`config.mk`:
```
export PLATFORM = sky130hd
export DESIGN_NAME = nfa_epsilon_matcher
export DESIGN_NICKNAME = d
export VERILOG_FILES = /design/src/nfa_em_pkg.sv /design/src/nfa_epsilon_matcher.sv
export SDC_FILE = /design/constraint.sdc
export NUM_CORES = 1
export LEC_CHECK = 0
export BUFFER_PORTS_ARGS = -buffer_cell sky130_fd_sc_hd__buf_2
export CORE_MARGIN = 4
export CORE_UTILIZATION = 55
export DETAILED_ROUTE_END_ITERATION = 10
export PLACE_DENSITY = 0.8
export SLEW_MARGIN = 20
export SYNTH_ARGS = -nofsm -noshare
export SYNTH_HDL_FRONTEND = slang
export SYNTH_SLANG_ARGS = --single-unit
```
`constraint.sdc`:
```
create_clock -name aclk -period 11.49 [get_ports aclk]
set_input_delay 2.8725 -clock aclk [delete_from_list [all_inputs] [get_ports aclk]]
set_output_delay 2.8725 -clock aclk [all_outputs]
set_load 0.05 [all_outputs]
```
`src/nfa_em_pkg.sv`:
```
// ----------------------------------------------------------------------------
// nfa_em_pkg
// Shared constants and types for the epsilon-NFA matcher: state count,
// field widths, operation codes and sequencer states.
// ----------------------------------------------------------------------------
package nfa_em_pkg;

    // number of automaton states, one bit of each mask per state
    localparam int NUM_STATES = 16;
    localparam int IDX_W      = (NUM_STATES > 1) ? $clog2(NUM_STATES) : 1;

    // fixed field widths of the input and result words
    localparam int FIELD_W = 16;
    localparam int OP_W    = 2;
    localparam int ROW_W   = 4;

    // configuration port
    localparam int APB_AW = 3;
    localparam int APB_DW = 32;
    localparam logic [APB_AW-1:0] ADDR_ACCEPT_MASK = APB_AW'(0);

    // states at or above NUM_STATES are dropped from each loaded table row
    localparam logic [FIELD_W-1:0] STATE_MASK =
        (NUM_STATES >= FIELD_W) ? {FIELD_W{1'b1}} : FIELD_W'((64'd1 << NUM_STATES) - 64'd1);

    // last row visited by one pass of the sequencer
    localparam logic [IDX_W-1:0] LAST_ROW = IDX_W'(NUM_STATES - 1);

    // operation codes
    localparam logic [OP_W-1:0] OP_LOAD  = 2'd0;
    localparam logic [OP_W-1:0] OP_START = 2'd1;
    localparam logic [OP_W-1:0] OP_FEED  = 2'd2;

    // sequencer states
    typedef enum logic [3:0] {
        ST_IDLE  = 4'b0001,
        ST_SCAN  = 4'b0010,
        ST_CLOSE = 4'b0100,
        ST_DONE  = 4'b1000
    } seq_state_t;

endpackage

```
`src/nfa_epsilon_matcher.sv`:
```
// ----------------------------------------------------------------------------
// nfa_epsilon_matcher
// Epsilon-NFA simulator over a two-symbol alphabet. Keeps the active set as a
// bit mask and walks the transition table one row per cycle.
// ----------------------------------------------------------------------------
//
//  channel  | direction | handshake          | payload
//  ---------+-----------+--------------------+-----------------------------------
//  s_       | in        | s_valid / s_ready  | operation, row_index, next_on_a,
//           |           |                    | next_on_b, next_on_eps, symbol_is_b
//  m_       | out       | m_valid / m_ready  | active_states, accepted
//  apb      | in        | psel / penable     | accept_mask at address 0
//
// a load or an unused operation goes from idle straight to the result stage
// a start runs closure passes only, a feed first runs a symbol scan over every row
// closure passes repeat until one pass adds no state: 1 to NUM_STATES passes
// the single row read port of the transition table makes each pass step through the rows
// reset clears the tables, the active set and accept_mask; a new word is taken
// whenever the sequencer is idle, even while the last result waits on m_ready
// ----------------------------------------------------------------------------
module nfa_epsilon_matcher (
    input  logic                          aclk,
    input  logic                          aresetn,
    // input words
    input  logic                          s_valid,
    output logic                          s_ready,
    input  logic [nfa_em_pkg::OP_W-1:0]    s_operation,
    input  logic [nfa_em_pkg::ROW_W-1:0]   s_row_index,
    input  logic [nfa_em_pkg::FIELD_W-1:0] s_next_on_a,
    input  logic [nfa_em_pkg::FIELD_W-1:0] s_next_on_b,
    input  logic [nfa_em_pkg::FIELD_W-1:0] s_next_on_eps,
    input  logic                          s_symbol_is_b,
    // result words
    output logic                          m_valid,
    input  logic                          m_ready,
    output logic [nfa_em_pkg::FIELD_W-1:0] m_active_states,
    output logic                          m_accepted,
    // configuration
    input  logic                          psel,
    input  logic                          penable,
    input  logic                          pwrite,
    input  logic [nfa_em_pkg::APB_AW-1:0]  paddr,
    input  logic [nfa_em_pkg::APB_DW-1:0]  pwdata,
    output logic [nfa_em_pkg::APB_DW-1:0]  prdata,
    output logic                          pready
);
    import nfa_em_pkg::*;

    // transition tables, one row per state
    logic [FIELD_W-1:0] table_a_reg   [NUM_STATES];
    logic [FIELD_W-1:0] table_b_reg   [NUM_STATES];
    logic [FIELD_W-1:0] table_eps_reg [NUM_STATES];

    logic [FIELD_W-1:0] accept_mask_reg;
    logic [FIELD_W-1:0] active_reg,  active_next;
    logic [FIELD_W-1:0] work_reg,    work_next;
    logic [IDX_W-1:0]   row_reg,     row_next;
    logic               changed_reg, changed_next;
    logic               symbol_reg,  symbol_next;
    seq_state_t         state_reg,   state_next;

    logic                 m_valid_reg, m_valid_next;
    logic [FIELD_W-1:0]   m_active_reg, m_active_next;
    logic                 m_accepted_reg, m_accepted_next;

    logic                 s_fire;
    logic                 load_fire;
    logic                 row_in_range;
    logic [IDX_W-1:0]     load_row;
    logic [FIELD_W-1:0]   sym_row;
    logic [FIELD_W-1:0]   eps_row;
    logic [FIELD_W-1:0]   closed;
    logic                 out_free;
    logic                 cfg_sel;

    assign s_ready   = (state_reg == ST_IDLE);
    assign s_fire    = s_valid && s_ready;
    assign out_free  = !m_valid_reg || m_ready;

    // row load decode
    assign row_in_range = ({1'b0, s_row_index} < (ROW_W+1)'(NUM_STATES));
    assign load_row     = s_row_index[IDX_W-1:0];
    assign load_fire    = s_fire && (s_operation == OP_LOAD) && row_in_range;

    // shared table read port, one row per cycle
    assign sym_row = symbol_reg ? table_b_reg[row_reg] : table_a_reg[row_reg];
    assign eps_row = table_eps_reg[row_reg];
    assign closed  = work_reg[row_reg] ? (work_reg | eps_row) : work_reg;

    // table write and reset
    always_ff @(posedge aclk) begin
        if (!aresetn) begin
            for (int i = 0; i < NUM_STATES; i++) begin
                table_a_reg[i]   <= '0;
                table_b_reg[i]   <= '0;
                table_eps_reg[i] <= '0;
            end
        end else if (load_fire) begin
            table_a_reg[load_row]   <= s_next_on_a   & STATE_MASK;
            table_b_reg[load_row]   <= s_next_on_b   & STATE_MASK;
            table_eps_reg[load_row] <= s_next_on_eps & STATE_MASK;
        end
    end

    // configuration port, decoded on the word address
    assign pready  = 1'b1;
    assign cfg_sel = (paddr[APB_AW-1:2] == ADDR_ACCEPT_MASK[APB_AW-1:2]);
    assign prdata  = cfg_sel ? APB_DW'(accept_mask_reg) : '0;

    always_ff @(posedge aclk) begin
        if (!aresetn) begin
            accept_mask_reg <= '0;
        end else if (psel && penable && pwrite && pready && cfg_sel) begin
            accept_mask_reg <= pwdata[FIELD_W-1:0];
        end
    end

    // sequencer: symbol scan, closure passes, result hand-off
    always_comb begin
        state_next      = state_reg;
        row_next        = row_reg;
        work_next       = work_reg;
        changed_next    = changed_reg;
        symbol_next     = symbol_reg;
        active_next     = active_reg;
        m_valid_next    = m_valid_reg && !m_ready;
        m_active_next   = m_active_reg;
        m_accepted_next = m_accepted_reg;

        case (state_reg)
            ST_IDLE: begin
                if (s_fire) begin
                    row_next     = '0;
                    changed_next = 1'b0;
                    symbol_next  = s_symbol_is_b;
                    case (s_operation)
                        OP_START: begin
                            work_next  = FIELD_W'(1) & STATE_MASK;
                            state_next = ST_CLOSE;
                        end
                        OP_FEED: begin
                            work_next  = '0;
                            state_next = ST_SCAN;
                        end
                        default: begin
                            work_next  = active_reg;
                            state_next = ST_DONE;
                        end
                    endcase
                end
            end
            ST_SCAN: begin
                // union of successors of the active states
                if (active_reg[row_reg]) begin
                    work_next = work_reg | sym_row;
                end
                if (row_reg == LAST_ROW) begin
                    row_next   = '0;
                    state_next = ST_CLOSE;
                end else begin
                    row_next = row_reg + 1'b1;
                end
            end
            ST_CLOSE: begin
                // in-place closure pass, repeated until nothing is added
                work_next    = closed;
                changed_next = changed_reg || (closed != work_reg);
                if (row_reg == LAST_ROW) begin
                    row_next     = '0;
                    changed_next = 1'b0;
                    if (!(changed_reg || (closed != work_reg))) begin
                        state_next = ST_DONE;
                    end
                end else begin
                    row_next = row_reg + 1'b1;
                end
            end
            ST_DONE: begin
                if (out_free) begin
                    active_next     = work_reg;
                    m_valid_next    = 1'b1;
                    m_active_next   = work_reg;
                    m_accepted_next = |(work_reg & accept_mask_reg);
                    state_next      = ST_IDLE;
                end
            end
            default: begin
                state_next = ST_IDLE;
            end
        endcase
    end

    // control registers
    always_ff @(posedge aclk) begin
        if (!aresetn) begin
            state_reg   <= ST_IDLE;
            active_reg  <= '0;
            m_valid_reg <= 1'b0;
        end else begin
            state_reg   <= state_next;
            active_reg  <= active_next;
            m_valid_reg <= m_valid_next;
        end
    end

    // datapath registers
    always_ff @(posedge aclk) begin
        row_reg        <= row_next;
        work_reg       <= work_next;
        changed_reg    <= changed_next;
        symbol_reg     <= symbol_next;
        m_active_reg   <= m_active_next;
        m_accepted_reg <= m_accepted_next;
    end

    assign m_valid         = m_valid_reg;
    assign m_active_states = m_active_reg;
    assign m_accepted      = m_accepted_reg;

    // a closure pass only ever adds states
    assert property (@(posedge aclk) disable iff (!aresetn)
        (state_reg == ST_CLOSE && $past(state_reg == ST_CLOSE))
            |-> ((work_reg & $past(work_reg)) == $past(work_reg)))
        else $error("closure pass dropped an active state");

    // the active set only moves when a result is handed off
    assert property (@(posedge aclk) disable iff (!aresetn)
        !$stable(active_reg) |-> $past(state_reg == ST_DONE))
        else $error("active set changed outside result hand-off");

    // a row load goes straight to its result
    assert property (@(posedge aclk) disable iff (!aresetn)
        (s_fire && s_operation == OP_LOAD) |=> (state_reg == ST_DONE))
        else $error("row load did not go to result stage");

    // a pending result is only dropped when taken
    assert property (@(posedge aclk) disable iff (!aresetn)
        $fell(m_valid_reg) |-> $past(m_ready))
        else $error("result word dropped without m_ready");

    // the working set never holds states beyond the automaton
    assert property (@(posedge aclk) disable iff (!aresetn)
        (state_reg != ST_IDLE) |-> ((work_reg & ~STATE_MASK) == '0))
        else $error("working set holds an out-of-range state");

endmodule
```
# --- After elaboration in Yosys (flattened, before gate mapping) ---
# Memory sizes are Yosys's and may differ from the RTL's. A register that Yosys moved wholly into a read port is not among the register bits.
# Index checks and enable logic that the tools add are counted.
word_totals:
  reg_bits: 76
  mem_bits_rw: 768
  inputBits: 97
  out_inout_bits: 52
  memories: 3
op_classes:
  n_addsub: 1
  order_cmp: 1
  n_eq_ne: 14
  n_mux: 42
  bitwise_logic: 4
  reduce_logical: 25
memory_table:
  columns: ["name", "words", "width", "read_ports", "rd_clocked_by_memory_dff", "write_ports", "line_no", "text"]
  rows:
  - ["table_a_reg", 16, 16, 1, 1, 16, "nfa_epsilon_matcher.sv:50", "logic [FIELD_W-1:0] table_a_reg [NUM_STATES];"]
  - ["table_b_reg", 16, 16, 1, 1, 16, "nfa_epsilon_matcher.sv:51", "logic [FIELD_W-1:0] table_b_reg [NUM_STATES];"]
  - ["table_eps_reg", 16, 16, 1, 1, 16, "nfa_epsilon_matcher.sv:52", "logic [FIELD_W-1:0] table_eps_reg [NUM_STATES];"]
ops:
  columns: ["operator", "count"]
  rows:
  - ["$mux W16", 8]
  - ["$reduce_or A16 Y1", 4]
  - ["$mux W4", 13]
  - ["$pmux W16 S3", 1]
  - ["$or A16 B16 Y16", 2]
  - ["$pmux W16 S2", 1]
  - ["$and A16 B16 Y16", 1]
  - ["$ne A16 B16 Y1", 1]
  - ["$pmux W4 S2", 2]
  - ["$pmux W4 S4", 1]
  - ["$mux W1", 13]
  - ["$ne A2 B2 Y1 const B", 5]
  - ["$bmux W1 S4", 2]
  - ["$eq A4 B4 Y1 const B", 2]
  - ["$reduce_and A2 Y1", 4]
  - ["$logic_and A1 B1 Y1", 6]
  - ["$lt A4 B5 Y1 const B", 1]
  - ["$reduce_and A5 Y1", 1]
  - ["$add A4 B1 Y4 const B", 1]
  - ["$eq A4 B1 Y1 const B", 1]
  - ["$eq A4 B2 Y1 const B", 1]
  - ["$eq A4 B3 Y1 const B", 1]
  - ["$reduce_bool A2 Y1", 2]
  - ["$reduce_and A3 Y1", 1]
  - ["other kinds (10)", 12]

# --- Longest topological paths before layout ---
depth:
  ltp_word: 8
  mapped_depth: 12

# --- Least setup slack after synthesis ---
# OpenSTA, ideal clock, no wires.
synth_timing:
  path_type: "in2reg"
  start: "in s_operation[1] (netlist bit)"
  end: "mem table_a_reg[1][0] (enable)"
  setup_time_ns: 0.520
  t_arrival_ns: 7.026
  required_ns: 10.970
  path_slack_ns: 3.944
  cell_stages: 6
  path_buffers: 1
  cell_sequence: "inv_1 ha_1 nand3_1 or3_1 buf_2 o21ai_0"
synth_lines:
  columns: ["element", "line_no", "text"]
  rows:
  - ["start, declared", "nfa_epsilon_matcher.sv:27", "input logic [nfa_em_pkg::OP_W-1:0] s_operation,"]
  - ["end, declared", "nfa_epsilon_matcher.sv:50", null]

# --- Worst setup path in the final report ---
layout_timing:
  start: "in paddr[2] (netlist bit)"
  end: "out prdata[9] (netlist bit)"
layout_via:
  elab_chain_len: 1
layout_rtl:
  columns: ["element", "line_no", "text"]
  rows:
  - ["start, declared", "nfa_epsilon_matcher.sv:42", "input logic [nfa_em_pkg::APB_AW-1:0] paddr,"]
  - ["$mux W16", "nfa_epsilon_matcher.sv:108", "assign prdata = cfg_sel ? APB_DW'(accept_mask_reg) : '0;"]
  - ["end, declared", "nfa_epsilon_matcher.sv:44", "output logic [nfa_em_pkg::APB_DW-1:0] prdata,"]
# Every way passes these cells.

==> qor.txt <==
Status: finished clean
Storage cell area: 0.0251 mm²
Die Y: 275 µm
Endpoints failing hold: 0
DRC viols: 0
Hold WS: 492 ps
CTS sink cnt: 848
CTS H-tree depth: 3
Worst-Margin Slew: 1200 ps
R2R Setup Slk: 7060 ps
Tmin final: 6360 ps
Crit path DAT: 3490 ps
Worst Setup End Kind: primary output
GP Congestion: 0.894
Vias: 22827
CTS resizes: 0
Row count: 97
Cells after Synth: 2571
Postcts setup bufs: 0
Initial core utilization: 55.7%
Grt met2 use: 44.8%
Rel. slew slack: 19.9%
Drt first pass iters: 6
Min-Delay Path Class: reg2reg
Multi-input gate area: 0.0132 mm²
Max Clock Skew: 34.9 ps
GRT Total Usage: 27.1%
Total core area: 0.0703 mm²
Register area share after synthesis: 64.0%
Share of post-route cells with drive strength above 1: 20.4%
Critical path required time: 8620 ps
Power density cells: 200 mW/mm²
GRT Residual Overflow: 0
Met3 GRT Util: 6.12%
Max Transition Viols Final: 0
Number of port buffers: 113
Primary FF master, synth: edfxtp_1
Nets: 2692
FF-to-FF path depth: 8
CTS tree: yes
Global-route wire length before repair: 150 mm
Final WL: 102 mm
DIE AREA: 0.0755 mm²
Most Used Layer, Global Route: met2
Worst Setup EP: prdata[9]
Clk root buf: clkbuf_16
RSZ-0062 raised after global routing: no
Leak: 15.6 nW
Synthesized area: 0.0391 mm²
Cts hold-fix bufs: 0
Mapped Avg Cell Area: 15.2 µm²
Setup TNS: 0 ps
EDFF count, synth: 807
Tcrit/Tclk final: 55.4%
Hpwl dp: 56.5 mm
Max Cap Viol: 0
P&R area growth vs syn: 10.4%
CP startpoint: paddr[2]
Final setup fails: 0
Max clock buf depth: 3
Fmax: 157 MHz
Initial antenna violation count: 9
Setup ws final: 5130 ps
R2r endpoint: changed_reg
Unique cell type count in the Yosys netlist: 71
Iter 0 DRT Violations: 3079
Synth warn: 0
Fillers: 4873
Routed len/inst: 28.3 µm
ANT nets after route: 0
Clock Pin Slew Worst Setup and Hold Paths: 60 ps
#FFs+latches synth: 848
# IOs: 149
Largest net degree at the start of global routing: 91
VDD IR-drop max: 0.132 mV
Crit path kind: in2out
Type of origin of the critical path: primary input
Commonest non-fill, non-tap cells in the layout: edfxtp_1 (807), and2_1 (773), mux4_2 (205)
Vias in the first global route: 23156
M1 GR Usage: 35.7%
Total CTS buffers: 86
Async SR Flop Fraction: 0%
Post-Place Setup Slack: 4950 ps
CP Max Fanout: 18
Commonest non-fill, non-tap cell in the layout: edfxtp_1
Vias per cell: 6.32
Worst-skew pair later-pin latency: 660 ps
Chip width: 275 µm
[cell usage after synthesis, types with 23 or more instances]
library cell	number	area, µm²
nor2b_1	23	144
buf_4	29	218
nand2_1	93	349
edfxtp_1	807	24200
nor2_1	36	135
mux4_2	205	4620
and2_1	773	4840
mux2i_1	66	661
buf_2	56	280
clkbuf_1	138	518
o21ai_0	28	140
a21boi_0	33	248
dfxtp_1	41	821
a21oi_1	23	115
[cell type report]
| class | instances | share of cell area, % |
|---|---|---|
| Antenna cell | 10 | 0.0579 |
| Clock buffer | 113 | 5.48 |
| Clock inverter | 48 | 0.909 |
| Inverter | 16 | 0.142 |
| Multi-Input combinational cell | 1483 | 30.5 |
| Sequential cell | 848 | 58.0 |
| Tap cell | 940 | 2.72 |
| Timing Repair Buffer | 155 | 2.16 |
[where the power goes]
part / total, mW / internal [mW] / switching (mW)
sequential: 3.82 / 3.57 / 0.256
clock: 2.74 / 1.55 / 1.19
combinational: 2.06 / 0.919 / 1.14
[cell families after synthesis]
logic type,after synthesis,synth area share (%)
buffers and inverters,255,3.13
AND/OR/NAND/NOR,1000,15.3
AO/OA/AOI/OAI,164,2.98
adder cells (fa/ha/maj),5,0.160
other,2,0.0192
flip-flops,848,64.0
multiplexers,294,14.4
XOR/XNOR,3,0.0671
[critical path, cell delays in order]
cell     delay [ps]
buf_2           190
nor2b_1         150
buf_2           270
[per-stage QoR]
step / area [µm²] / cells / util (%) / power (mW)
2_1_floorplan: 39200 / 2586 / - / 5.29
3_3_place_gp: 40400 / 3440 / 57.5 / 5.87
3_5_place_dp: 40400 / 3440 / 57.5 / 5.91
4_1_cts: 43200 / 3601 / 61.4 / 8.62
5_1_grt: 43200 / 3606 / 61.5 / 8.91
6_report: 43200 / 3613 / 61.5 / 8.63
[worst min-delay path by stage]
stage / endpoint / cells after the start / from / slack, ps
detailed placement: active_reg[11] / 2 / active_reg[11] / 480
floorplan: m_active_states[5] / 0 / work_reg[5] / 420
global route: accept_mask_reg[5] / 2 / accept_mask_reg[5] / 520
finish: active_reg[3] / 2 / active_reg[3] / 490
global placement: active_reg[6] / 2 / active_reg[6] / 460
CTS: active_reg[3] / 2 / active_reg[3] / 490
[routing by layer]
| layer | vias up | wire [µm] |
|---|---|---|
| met4 | 2 | 3780 |
| met1 | 11559 | 36900 |
| met2 | 1480 | 50100 |
| met3 | 259 | 11400 |
| met5 | - | 16 |
| li1 | 9527 | - |
Power figures use the tool's default switching activity.
